**config.mk**
```make
export PLATFORM = sky130hd
export DESIGN_NAME = timed_note_event_scheduler_top
export DESIGN_NICKNAME = d
export VERILOG_FILES = /design/src/hw/rtl/tnes_pkg.sv /design/src/hw/rtl/timed_note_event_scheduler_top.sv /design/src/hw/rtl/tnes_ram.sv
export SDC_FILE = /design/constraint.sdc
export NUM_CORES = 2
export LEC_CHECK = 0
export ABC_CLOCK_PERIOD_IN_PS = 3700
export BUFFER_PORTS_ARGS = -buffer_cell sky130_fd_sc_hd__buf_2
export CAP_MARGIN = 25
export CORE_ASPECT_RATIO = 1.5
export CORE_MARGIN = 1
export CORE_UTILIZATION = 55
export DETAILED_ROUTE_END_ITERATION = 6
export PLACE_DENSITY = 0.7
export REMOVE_ABC_BUFFERS = 1
export SYNTH_ARGS = -nofsm -noshare
export SYNTH_HDL_FRONTEND = slang
export SYNTH_SLANG_ARGS = --single-unit
```
**constraint.sdc**
```tcl
create_clock -name clk -period 3.7 [get_ports clk]
set_input_delay 0.555 -clock clk [delete_from_list [all_inputs] [get_ports clk]]
set_output_delay 0.555 -clock clk [all_outputs]
set_load 0.05 [all_outputs]
```
**src/hw/rtl/tnes_pkg.sv**
```systemverilog
// ----------------------------------------------------------------------------
// tnes_pkg
// Types and constants shared by the timed note event scheduler.
// ----------------------------------------------------------------------------
package tnes_pkg;

  localparam int KeyW       = 8;
  localparam int StampW     = 32;
  localparam int EntryW     = KeyW + 1 + StampW;
  localparam int CountW     = 6;

  localparam logic [CountW-1:0] MaxResults   = 6'd33;
  localparam logic [KeyW-1:0]   KeyCount     = 8'd88;
  localparam logic [6:0]        KeyShift     = 7'd8;
  localparam logic [6:0]        SkipAbove    = 7'd80;
  localparam logic [6:0]        ChannelLimit = 7'd96;

  typedef enum logic [2:0] {
    OP_NOOP    = 3'd0,
    OP_NOTE    = 3'd1,
    OP_ALL_OFF = 3'd2,
    OP_START   = 3'd3,
    OP_PAUSE   = 3'd4,
    OP_RESUME  = 3'd5,
    OP_RESTART = 3'd6,
    OP_TICK    = 3'd7
  } op_t;

  typedef enum logic [1:0] {
    ST_IDLE,
    ST_CHECK,
    ST_READ,
    ST_FLUSH
  } state_t;

  typedef enum logic {
    KIND_DRIVE = 1'b0,
    KIND_CLEAR = 1'b1
  } kind_t;

  typedef struct packed {
    logic       kind;
    logic [2:0] board;
    logic [3:0] pin;
    logic       drive_on;
  } result_t;

  localparam result_t ClearAll = '{kind: KIND_CLEAR, board: 3'd0, pin: 4'd0, drive_on: 1'b0};

endpackage

```
**src/hw/rtl/timed_note_event_scheduler_top.sv**
```systemverilog
// ----------------------------------------------------------------------------
// timed_note_event_scheduler_top
// Command-driven note queue with playback clock; due notes in key and channel
// range become solenoid drive beats, all-off and pause while playing become clear-all beats.
// ----------------------------------------------------------------------------
//   channel | direction | handshake           | payload
//   cmd     | in        | cmd_valid/cmd_stall | operation, key, press, stamp
//   evt     | out       | evt_valid/evt_stall | kind, board, pin, drive_on, last
//
// A command passes through accept, a queue check and a flush; each popped
// note adds a head read through the registered queue RAM and another check,
// and a drain that stops at a head that is not yet due also reads it first.
// cmd_stall is high after accept until the flush ends, which loads any
// pending last beat into the output register. Output stalls hold the
// sequencer when a new drive is found while the previous one still waits,
// and in flush until the final beat can be loaded.
// Reset is synchronous; the queue RAM needs no clearing.
// ----------------------------------------------------------------------------
module timed_note_event_scheduler_top #(
  parameter int QUEUE_DEPTH = 32
) (
  input  logic        clk,
  input  logic        rst,
  input  logic        cmd_valid,
  output logic        cmd_stall,
  input  logic [2:0]  operation,
  input  logic [7:0]  key,
  input  logic [7:0]  press,
  input  logic [31:0] stamp,
  output logic        evt_valid,
  input  logic        evt_stall,
  output logic        kind,
  output logic [2:0]  board,
  output logic [3:0]  pin,
  output logic        drive_on,
  output logic        last
);

  localparam int AW = $clog2(QUEUE_DEPTH);
  localparam logic [tnes_pkg::CountW-1:0] DepthC = tnes_pkg::CountW'(QUEUE_DEPTH);
  localparam logic [AW:0] DepthW = (AW+1)'(QUEUE_DEPTH);
  localparam logic [AW-1:0] LastAddr = AW'(QUEUE_DEPTH - 1);

  tnes_pkg::state_t state, state_next;

  logic                          playing;
  logic [31:0]                   playback_time;
  logic [tnes_pkg::CountW-1:0]   count;
  logic [AW-1:0]                 head;
  logic [tnes_pkg::CountW-1:0]   n;
  logic                          pend_valid;
  tnes_pkg::result_t             pend;

  logic                          accept;
  logic                          out_free;
  logic [AW:0]                   tail_sum;
  logic [AW-1:0]                 tail;
  logic [tnes_pkg::CountW-1:0]   count_inc;
  logic [tnes_pkg::EntryW-1:0]   wdata;
  logic [tnes_pkg::EntryW-1:0]   rdata;
  logic [7:0]                    rd_key;
  logic                          rd_on;
  logic [31:0]                   rd_time;
  logic [6:0]                    ch_base;
  logic [6:0]                    ch;
  logic                          due;
  logic                          hit;
  logic                          blocked;
  logic                          more;
  tnes_pkg::result_t             found;

  logic ram_we;
  logic ram_re;
  logic pop;
  logic push_mid;
  logic push_last;

  assign accept   = cmd_valid && !cmd_stall;
  assign out_free = !evt_valid || !evt_stall;

  assign tail_sum  = (AW+1)'(head) + (AW+1)'(count);
  assign tail      = (tail_sum >= DepthW) ? AW'(tail_sum - DepthW) : tail_sum[AW-1:0];
  assign count_inc = count + 1'b1;
  assign wdata     = {key, (press != 8'd0), stamp};

  assign rd_key  = rdata[tnes_pkg::EntryW-1 -: 8];
  assign rd_on   = rdata[32];
  assign rd_time = rdata[31:0];

  assign ch_base = 7'(rd_key) + tnes_pkg::KeyShift;
  assign ch      = (ch_base > tnes_pkg::SkipAbove) ? ch_base + 7'd1 : ch_base;
  assign due     = rd_time <= playback_time;
  assign hit     = due && (rd_key < tnes_pkg::KeyCount) && (ch < tnes_pkg::ChannelLimit);
  assign blocked = hit && pend_valid && !out_free;
  assign more    = playing && (count != '0) && (n < tnes_pkg::MaxResults);

  assign found = '{kind: tnes_pkg::KIND_DRIVE, board: ch[6:4], pin: ~ch[3:0], drive_on: rd_on};

  tnes_ram #(
    .WIDTH(tnes_pkg::EntryW),
    .DEPTH(QUEUE_DEPTH)
  ) u_queue (
    .clk  (clk),
    .we   (ram_we),
    .waddr(tail),
    .wdata(wdata),
    .re   (ram_re),
    .raddr(head),
    .rdata(rdata)
  );

  always_comb begin
    state_next = state;
    case (state)
      tnes_pkg::ST_IDLE: begin
        if (accept) state_next = tnes_pkg::ST_CHECK;
      end
      tnes_pkg::ST_CHECK: begin
        state_next = more ? tnes_pkg::ST_READ : tnes_pkg::ST_FLUSH;
      end
      tnes_pkg::ST_READ: begin
        if (!due) begin
          state_next = tnes_pkg::ST_FLUSH;
        end else if (!blocked) begin
          state_next = tnes_pkg::ST_CHECK;
        end
      end
      tnes_pkg::ST_FLUSH: begin
        if (!pend_valid || out_free) state_next = tnes_pkg::ST_IDLE;
      end
      default: state_next = tnes_pkg::ST_IDLE;
    endcase
  end

  always_comb begin
    cmd_stall = (state != tnes_pkg::ST_IDLE);
    ram_we    = accept && (tnes_pkg::op_t'(operation) == tnes_pkg::OP_NOTE);
    ram_re    = (state == tnes_pkg::ST_CHECK);
    pop       = (state == tnes_pkg::ST_READ) && due && !blocked;
    push_mid  = pop && hit && pend_valid;
    push_last = (state == tnes_pkg::ST_FLUSH) && pend_valid && out_free;
  end

  always_ff @(posedge clk) begin
    if (rst) begin
      state         <= tnes_pkg::ST_IDLE;
      playing       <= 1'b0;
      playback_time <= '0;
      count         <= '0;
      head          <= '0;
      n             <= '0;
      pend_valid    <= 1'b0;
      evt_valid     <= 1'b0;
    end else begin
      state <= state_next;

      if (accept) begin
        n <= ((tnes_pkg::op_t'(operation) == tnes_pkg::OP_ALL_OFF) ||
              ((tnes_pkg::op_t'(operation) == tnes_pkg::OP_PAUSE) && playing)) ? 6'd1 : '0;
        case (tnes_pkg::op_t'(operation))
          tnes_pkg::OP_NOTE: begin
            count <= (count_inc == DepthC) ? '0 : count_inc;
          end
          tnes_pkg::OP_ALL_OFF: begin
            pend       <= tnes_pkg::ClearAll;
            pend_valid <= 1'b1;
          end
          tnes_pkg::OP_PAUSE: begin
            if (playing) begin
              pend       <= tnes_pkg::ClearAll;
              pend_valid <= 1'b1;
              playing    <= 1'b0;
            end
          end
          tnes_pkg::OP_RESUME: begin
            if (!playing) begin
              playing       <= 1'b1;
              playback_time <= stamp;
            end
          end
          tnes_pkg::OP_RESTART: begin
            count         <= '0;
            playback_time <= '0;
          end
          tnes_pkg::OP_TICK: begin
            if (playing) playback_time <= playback_time + 32'd1;
          end
          default: ;
        endcase
      end

      if (pop) begin
        head  <= (head == LastAddr) ? '0 : head + 1'b1;
        count <= count - 1'b1;
        if (hit) begin
          pend       <= found;
          pend_valid <= 1'b1;
          n          <= n + 1'b1;
        end
      end

      if (push_mid || push_last) begin
        evt_valid <= 1'b1;
        kind      <= pend.kind;
        board     <= pend.board;
        pin       <= pend.pin;
        drive_on  <= pend.drive_on;
        last      <= push_last;
        if (push_last) pend_valid <= 1'b0;
      end else if (evt_valid && !evt_stall) begin
        evt_valid <= 1'b0;
      end
    end
  end

endmodule

```
**src/hw/rtl/tnes_ram.sv**
```systemverilog
// ----------------------------------------------------------------------------
// tnes_ram
// Generic single-write, single-read RAM with registered read data.
// ----------------------------------------------------------------------------
module tnes_ram #(
  parameter int WIDTH = 8,
  parameter int DEPTH = 16
) (
  input  logic                     clk,
  input  logic                     we,
  input  logic [$clog2(DEPTH)-1:0] waddr,
  input  logic [WIDTH-1:0]         wdata,
  input  logic                     re,
  input  logic [$clog2(DEPTH)-1:0] raddr,
  output logic [WIDTH-1:0]         rdata
);

  logic [WIDTH-1:0] mem [DEPTH];

  always_ff @(posedge clk) begin
    if (we) begin
      mem[waddr] <= wdata;
    end
    if (re) begin
      rdata <= mem[raddr];
    end
  end

endmodule
```
Yosys cells after proc, flatten, opt, wreduce, memory -nomap -nowiden --
Memory sizes are Yosys's and may differ from the RTL's. A register that Yosys moved wholly into a read port is not among the register bits. Cells that the tools add are included.
Word-level totals: flip-flop bits (word level) 73, bits in writable memories 1312, bits of input ports 55, output and inout port bits 12, logic and storage cells 128, memories kept 1
Operators by class: add/sub/neg operators 9, $lt $le $gt $ge 6, eq/ne operators 16, multiplexer cells 37, bitwise operators 2, reduce and logical (&&, ||, !) cells 40
Memory list:
- u_queue.mem | words 32, bits a word 41, read ports 1, clocked after Yosys merged registers in 1, wr ports 1, line tnes_ram.sv:18 | logic [WIDTH-1:0] mem [DEPTH];
Operator list (count):
- $pmux 32 s3 | 1
- $mux 32 | 2
- $mux 6 | 6
- $mux 9 | 4
- $add 32x1->32 const B | 1
- $le 32x32->1 | 1
- $pmux 9 s2 | 1
- $logic_and 1x1->1 | 16
- $add 6x1->6 const B | 2
- $eq 3x3->1 const B | 4
- $mux 1 | 12
- $pmux 6 s2 | 1
- $mux 5 | 2
- $lt 8x7->1 const B | 1
- $mux 2 | 4
- $ne 2x2->1 const B | 4
- $pmux 2 s4 | 1
- $reduce_bool 2->1 | 4
- $reduce_bool 8->1 | 1
- $add 7x1->7 const B | 1
- $add 7x4->7 const B | 1
- $gt 7x7->1 const B | 1
- $lt 7x7->1 const B | 1
- $mux 7 | 1
- other kinds (24) | 37

Logic depth before layout (Yosys ltp) --
depth after elaboration 13, depth in mapped cells 12, mapped depth without buffers 10

By module --
From an unflattened synthesis, not the netlist that was laid out.
Second synthesis, totals: cell total of the unflattened synthesis 3518, area, all modules 57358.8 um^2
Modules (own cells, without submodules):
- tnes_ram | instances 1, cells each 2883, area an instance 52198.8 um^2, sequential area each 40629.0 um^2
- timed_note_event_scheduler_top | instances 1, cells each 635, area an instance 5159.9 um^2, sequential area each 1651.6 um^2

Worst setup path after synthesis --
Ideal clock, no wire load.
path kind register to register, start register count[0] (netlist name), end memory u_queue.mem[24][0] (netlist name), enable pin, setup time 0.439 ns, arrival time 3.589 ns, required time 3.261 ns, path slack -0.329 ns, stages on the path, launching flop included 9, buffers on the path 0, path through dfxtp_1 -> ha_1 -> fa_1 -> a21o_1 -> a21oi_1 -> xnor2_1 -> nor2b_1 -> nand2_1 -> nor2_1
On the way: cells in the longest elaborated chain, start to end 3, elaborated cells on any way between the ends 4, those cells by class add/sub (2); order compare (1); mux (1)
RTL lines:
- start: declaration | line timed_note_event_scheduler_top.sv:48 | logic [tnes_pkg::CountW-1:0] count;
- start signal: assignment | line timed_note_event_scheduler_top.sv:162 | count <= (count_inc == DepthC) ? '0 : count_inc;
- start signal: assignment | line timed_note_event_scheduler_top.sv:194 | count <= count - 1'b1;
- $add 5x6->6 (*) | line timed_note_event_scheduler_top.sv:81 | assign tail_sum = (AW+1)'(head) + (AW+1)'(count);
- $sub 5x1->5 / $ge 6x6->1 (equally long branches) | line timed_note_event_scheduler_top.sv:82 | assign tail = (tail_sum >= DepthW) ? AW'(tail_sum - DepthW) : tail_sum[AW-1:0];
- $mux 5 (*) | line timed_note_event_scheduler_top.sv:82
- end: declaration | line tnes_ram.sv:18
Every way passes the cells marked *; elsewhere a longest branch is shown, timed or not.

Worst setup path in the final report --
start register playback_time[14], end register kind, enable pin
On the way: cells in the longest elaborated chain, start to end 11, elaborated cells on any way between the ends 12, those cells by class order compare (1); reduce/logical (11)
RTL lines:
- start: declaration | line timed_note_event_scheduler_top.sv:47 | logic [31:0] playback_time;
- start signal: assignment | line timed_note_event_scheduler_top.sv:178 | playback_time <= stamp;
- start signal: assignment | line timed_note_event_scheduler_top.sv:186 | if (playing) playback_time <= playback_time + 32'd1;
- $le 32x32->1 (*) | line timed_note_event_scheduler_top.sv:92 | assign due = rd_time <= playback_time;
- $logic_and 1x1->1 (2 in series) | line timed_note_event_scheduler_top.sv:93 | assign hit = due && (rd_key < tnes_pkg::KeyCount) && (ch < tnes_pkg::ChannelLimit);
- $logic_and 1x1->1 (2 in series) | line timed_note_event_scheduler_top.sv:94 | assign blocked = hit && pend_valid && !out_free;
- $logic_not 1->1 | line timed_note_event_scheduler_top.sv:139 | pop = (state == tnes_pkg::ST_READ) && due && !blocked;
- $logic_and 1x1->1 | line timed_note_event_scheduler_top.sv:139
- $logic_and 1x1->1 (*) (2 in series) | line timed_note_event_scheduler_top.sv:140 | push_mid = pop && hit && pend_valid;
- $logic_or 1x1->1 (*) | line timed_note_event_scheduler_top.sv:202 | if (push_mid || push_last) begin
- $reduce_and 2->1 (no line) (*)
- end signal: assignment | line timed_note_event_scheduler_top.sv:204 | kind <= pend.kind;
- end: declaration | line timed_note_event_scheduler_top.sv:32 | output logic kind,
Marks and branches as above. A chain may end at the register's enable or synchronous reset.

==> report_table.html <==
<table>
<tr><th>Metric</th><th>Value</th></tr>
<tr><th colspan="2">Timing</th></tr>
<tr><td>Maximum clock skew at final layout</td><td>0.0248 ns</td></tr>
<tr><td>Setup repair after global routing missed its margin</td><td>false</td></tr>
<tr><td>Worst-Margin Slew</td><td>1.01 ns</td></tr>
<tr><td>Number of max-slew violations in the final report</td><td>0</td></tr>
<tr><td>Time the final worst path needs with I/O delays and setup</td><td>3.37 ns</td></tr>
<tr><td>Fin. Hold Viols</td><td>0</td></tr>
<tr><td>Worst path setup slack after routing</td><td>0.325 ns</td></tr>
<tr><td>Finish-stage setup viols</td><td>0</td></tr>
<tr><td>Slew headroom</td><td>32.6%</td></tr>
<tr><td>Period Utilization, post-route</td><td>91.2%</td></tr>
<tr><td>Peak Freq</td><td>0.296 GHz</td></tr>
<tr><td>Setup TNS</td><td>0 ns</td></tr>
<tr><th colspan="2">Power and ir drop</th></tr>
<tr><td>Power per Cell Area</td><td>506 nW/µm²</td></tr>
<tr><td>Post-layout total power</td><td>0.0317 W</td></tr>
<tr><td>Maximum VDD drop</td><td>0.463 mV</td></tr>
<tr><td>Leakage power</td><td>19.1 nW</td></tr>
<tr><th colspan="2">Finish</th></tr>
<tr><td>Share of final-layout standard cells stronger than drive strength 1</td><td>29.7%</td></tr>
<tr><td>Filler cell count in the final layout</td><td>6,805</td></tr>
<tr><td>Net count reported at finish</td><td>2,852</td></tr>
<tr><td>Most common library cell in the layout ignoring fill and taps</td><td>sky130_fd_sc_hd__edfxtp_1</td></tr>
<tr><td>Multi-input gate area</td><td>13,400 µm²</td></tr>
<tr><td>Footprint of the flip-flops and latches</td><td>42,300 µm²</td></tr>
<tr><td>Post-synthesis to final-layout area growth</td><td>11.7%</td></tr>
<tr><td>Top library cells by usage in the layout, fill and taps aside</td><td>sky130_fd_sc_hd__edfxtp_1, sky130_fd_sc_hd__mux4_2, sky130_fd_sc_hd__clkbuf_16</td></tr>
<tr><th colspan="2">Placement</th></tr>
<tr><td>RD Place Congestion</td><td>0.883</td></tr>
<tr><td>Sum of net half-perimeters after detailed placement</td><td>77.1 mm</td></tr>
<tr><td>Count of port buffers added during placement</td><td>66</td></tr>
<tr><td>Post-Place Setup Slack</td><td>0.384 ns</td></tr>
<tr><th colspan="2">Floorplan</th></tr>
<tr><td>Initial standard-cell utilization of the core</td><td>55.5%</td></tr>
<tr><td>DIE HEIGHT</td><td>393 µm</td></tr>
<tr><td>Number of top-level pins</td><td>67</td></tr>
<tr><td>Area of the core region</td><td>101,000 µm²</td></tr>
<tr><td>DIE WIDTH</td><td>263 µm</td></tr>
<tr><td>Site Rows</td><td>143</td></tr>
<tr><td>Die area</td><td>103,000 µm²</td></tr>
<tr><th colspan="2">Critical path</th></tr>
<tr><td>Startpoint type of the worst setup path</td><td>flop</td></tr>
<tr><td>Worst Path Required</td><td>4.13 ns</td></tr>
<tr><td>Top fanout value on the critical path</td><td>10</td></tr>
<tr><td>Type of the setup path with the least slack</td><td>reg -&gt; reg</td></tr>
<tr><td>Max stage delay cell, worst path</td><td>sky130_fd_sc_hd__dfxtp_1</td></tr>
<tr><td>Crit path cell chain</td><td>inv_1 -&gt; ha_1 -&gt; a21oi_2 -&gt; nand2_1 -&gt; a221o_1 -&gt; o31a_1 -&gt; a21oi_4 -&gt; and4_1 -&gt; a21oi_1 -&gt; nor2_1 -&gt; buf_4</td></tr>
<tr><td>Worst Path Arrival</td><td>3.81 ns</td></tr>
<tr><td>Kind of end point of the critical path</td><td>flop</td></tr>
<tr><td>Worst stage delay on the critical path</td><td>0.48 ns</td></tr>
<tr><th colspan="2">Clock tree</th></tr>
<tr><td>H-tree depth</td><td>3</td></tr>
<tr><td>Number of sinks handled by clock tree synthesis</td><td>1,426</td></tr>
<tr><td>Clk Latency, worst-skew pair</td><td>0.74 ns</td></tr>
<tr><td>Clock transition time at the flip-flop clock pins of the worst setup and hold paths</td><td>0.07 ns</td></tr>
<tr><td>TritonCTS clock tree</td><td>done</td></tr>
<tr><td>Setup Buffers After CTS</td><td>0</td></tr>
<tr><td>TritonCTS Buffers</td><td>121</td></tr>
<tr><td>Clock Path Buffers</td><td>3</td></tr>
<tr><td>CTS hold repair buffers</td><td>0</td></tr>
<tr><td>Master cell of the clock root buffer</td><td>sky130_fd_sc_hd__clkbuf_16</td></tr>
<tr><td>Post-CTS resize count</td><td>0</td></tr>
<tr><th colspan="2">Logic synthesis</th></tr>
<tr><td>Post-synth top area share</td><td>73.4%</td></tr>
<tr><td>Post-synthesis instance area</td><td>56,200 µm²</td></tr>
<tr><td>Number of warning messages in the yosys log</td><td>0</td></tr>
<tr><td>Unique cell type count in the Yosys netlist</td><td>74</td></tr>
<tr><td>Area contributors post-synth</td><td>sky130_fd_sc_hd__edfxtp_1, sky130_fd_sc_hd__mux4_2, sky130_fd_sc_hd__dfxtp_1</td></tr>
<tr><td>Post-synthesis instance total</td><td>2,597</td></tr>
<tr><td>Count of flip-flops with a built-in enable after synthesis</td><td>1,372</td></tr>
<tr><td>Share of flip-flops with an asynchronous set or reset after synthesis</td><td>0%</td></tr>
<tr><td>Share of synthesized area occupied by flip-flops and latches</td><td>75.3%</td></tr>
<tr><td>Yosys top cell by area</td><td>sky130_fd_sc_hd__edfxtp_1</td></tr>
<tr><td>Number of synthesized register bits</td><td>1,426</td></tr>
<tr><td>Dominant register cell in the synthesized netlist</td><td>sky130_fd_sc_hd__edfxtp_1</td></tr>
<tr><td>Average size of a mapped cell</td><td>21.6 µm²</td></tr>
<tr><th colspan="2">Outcome</th></tr>
<tr><td>Outcome</td><td>complete, no violations</td></tr>
<tr><th colspan="2">Global route</th></tr>
<tr><td>Overall routing resource usage</td><td>26.5%</td></tr>
<tr><td>Number of global-route vias before repair</td><td>28,454</td></tr>
<tr><td>Pin count of the biggest net entering global routing</td><td>95</td></tr>
<tr><td>First-pass GRT wire length</td><td>196 mm</td></tr>
<tr><td>Initial antenna violation count</td><td>3</td></tr>
<tr><td>Gr ovfl total</td><td>0</td></tr>
<tr><th colspan="2">Route</th></tr>
<tr><td>Sum of routed wire length over all layers</td><td>134 mm</td></tr>
<tr><td>WL/cell</td><td>32.3 µm</td></tr>
<tr><td>Antenna viol nets, final</td><td>0</td></tr>
<tr><td>Violation count after the first detailed-route iteration</td><td>3,054</td></tr>
<tr><td>1st-pass router iterations</td><td>6</td></tr>
<tr><td>Vias per Instance</td><td>6.60</td></tr>
<tr><td>Via count of the routed design</td><td>27,447</td></tr>
<tr><td>Remaining routing DRC violations</td><td>0</td></tr>
<tr><th colspan="2">Job</th></tr>
<tr><td>Count of max-cap constraint violations</td><td>0</td></tr>
<tr><th colspan="2">Worst hold path</th></tr>
<tr><td>Worst hold-check path type</td><td>in -&gt; reg</td></tr>
</table>
-- cells by family after synthesis --
logic type | share of synthesized area [%]
flip-flops | 75.3
adder cells (fa/ha/maj) | 1.11
AND/OR/NAND/NOR | 2.50
AO/OA/AOI/OAI | 2.16
XOR/XNOR | 0.312
buffers and inverters | 1.31
multiplexers | 17.3
-- flip-flops by register name, summed over array words and instances, names as in the netlist --
signal	count
u_queue.mem	1312
u_queue.rdata	41
playback_time	32
pend	9
count	6
n	6
head	5
pin	4
board	3
state	2
drive_on	1
evt_valid	1
kind	1
last	1
pend_valid	1
playing	1
-- report_power, final --
group	internal, W	switching [W]
Sequential	0.0178	0.0000687
Clock	0.00698	0.00569
Combinational	0.000452	0.000773
Total	0.0252	0.00654
-- Yosys cell counts (3+ instances only) --
master                     number
sky130_fd_sc_hd__a211oi_1       9
sky130_fd_sc_hd__a21o_1         6
sky130_fd_sc_hd__a21oi_1       58
sky130_fd_sc_hd__a221oi_1      10
sky130_fd_sc_hd__a22oi_1        9
sky130_fd_sc_hd__a311oi_1       5
sky130_fd_sc_hd__a31oi_1        9
sky130_fd_sc_hd__a32o_1         7
sky130_fd_sc_hd__and2_1         9
sky130_fd_sc_hd__and3_1         7
sky130_fd_sc_hd__buf_1          4
sky130_fd_sc_hd__buf_2         32
sky130_fd_sc_hd__clkbuf_1      96
sky130_fd_sc_hd__dfxtp_1       54
sky130_fd_sc_hd__edfxtp_1    1372
sky130_fd_sc_hd__ha_1          48
sky130_fd_sc_hd__inv_1         47
sky130_fd_sc_hd__mux2_2        42
sky130_fd_sc_hd__mux4_2       410
sky130_fd_sc_hd__nand2_1       71
sky130_fd_sc_hd__nand3_1       40
sky130_fd_sc_hd__nand4_1       18
sky130_fd_sc_hd__nor2_1        73
sky130_fd_sc_hd__nor2b_1        9
sky130_fd_sc_hd__nor3_1        15
sky130_fd_sc_hd__nor3b_1        3
sky130_fd_sc_hd__nor4_1         7
sky130_fd_sc_hd__o211ai_1       3
sky130_fd_sc_hd__o21ai_0       44
sky130_fd_sc_hd__o22ai_1        3
sky130_fd_sc_hd__o31ai_1        4
sky130_fd_sc_hd__or2_2          3
sky130_fd_sc_hd__or3_1          6
sky130_fd_sc_hd__xnor2_1       14
sky130_fd_sc_hd__xor2_1         6
-- per-stage QoR --
stage | utilization [%] | hold slack [ns] | instances | instance area, µm²
floorplan | - | 0.426 | 2463 | 55600
global placement | 58.0 | 0.461 | 3930 | 58800
detailed placement | 58.0 | 0.442 | 3930 | 58800
CTS | 61.9 | 0.112 | 4158 | 62700
global route | 61.9 | 0.138 | 4159 | 62700
finish | 61.9 | 0.153 | 4160 | 62700
-- worst max-delay path: cells and delay by family (launching register included) --
family                   cells  cell delay [ns]
buffers and inverters        2             0.31
AND/OR/NAND/NOR              3             0.63
adder cells (fa/ha/maj)      1             0.35
AO/OA/AOI/OAI                5             1.31
flip-flops                   1             0.48
-- metal layers --
| layer | track usage [%] | wire, µm |
|---|---|---|
| met3 | 3.40 | 9190 |
| met5 | 0 | 13 |
| met4 | 10.1 | 4570 |
| met2 | 44.7 | 69200 |
| met1 | 35.5 | 51100 |
-- final cells by class --
class,count,share of cell area (%)
Tap cell,1305,2.60
Antenna cell,2,0.00798
Multi-Input combinational cell,989,21.3
Inverter,48,0.287
Clock inverter,79,1.18
Timing Repair Buffer,162,2.03
Sequential cell,1426,67.4
Clock buffer,149,5.10
-- final timing paths --
path                            slack (ns)              start        end  depth (start not counted)
worst min register to register        0.47            pend[4]     pin[3]                          0
worst max register to register        0.33  playback_time[14]       kind                         11
worst max-delay path                  0.33  playback_time[14]       kind                         11
worst min-delay path                  0.15          evt_stall  evt_valid                          3
(Power assumes the default switching activity.)
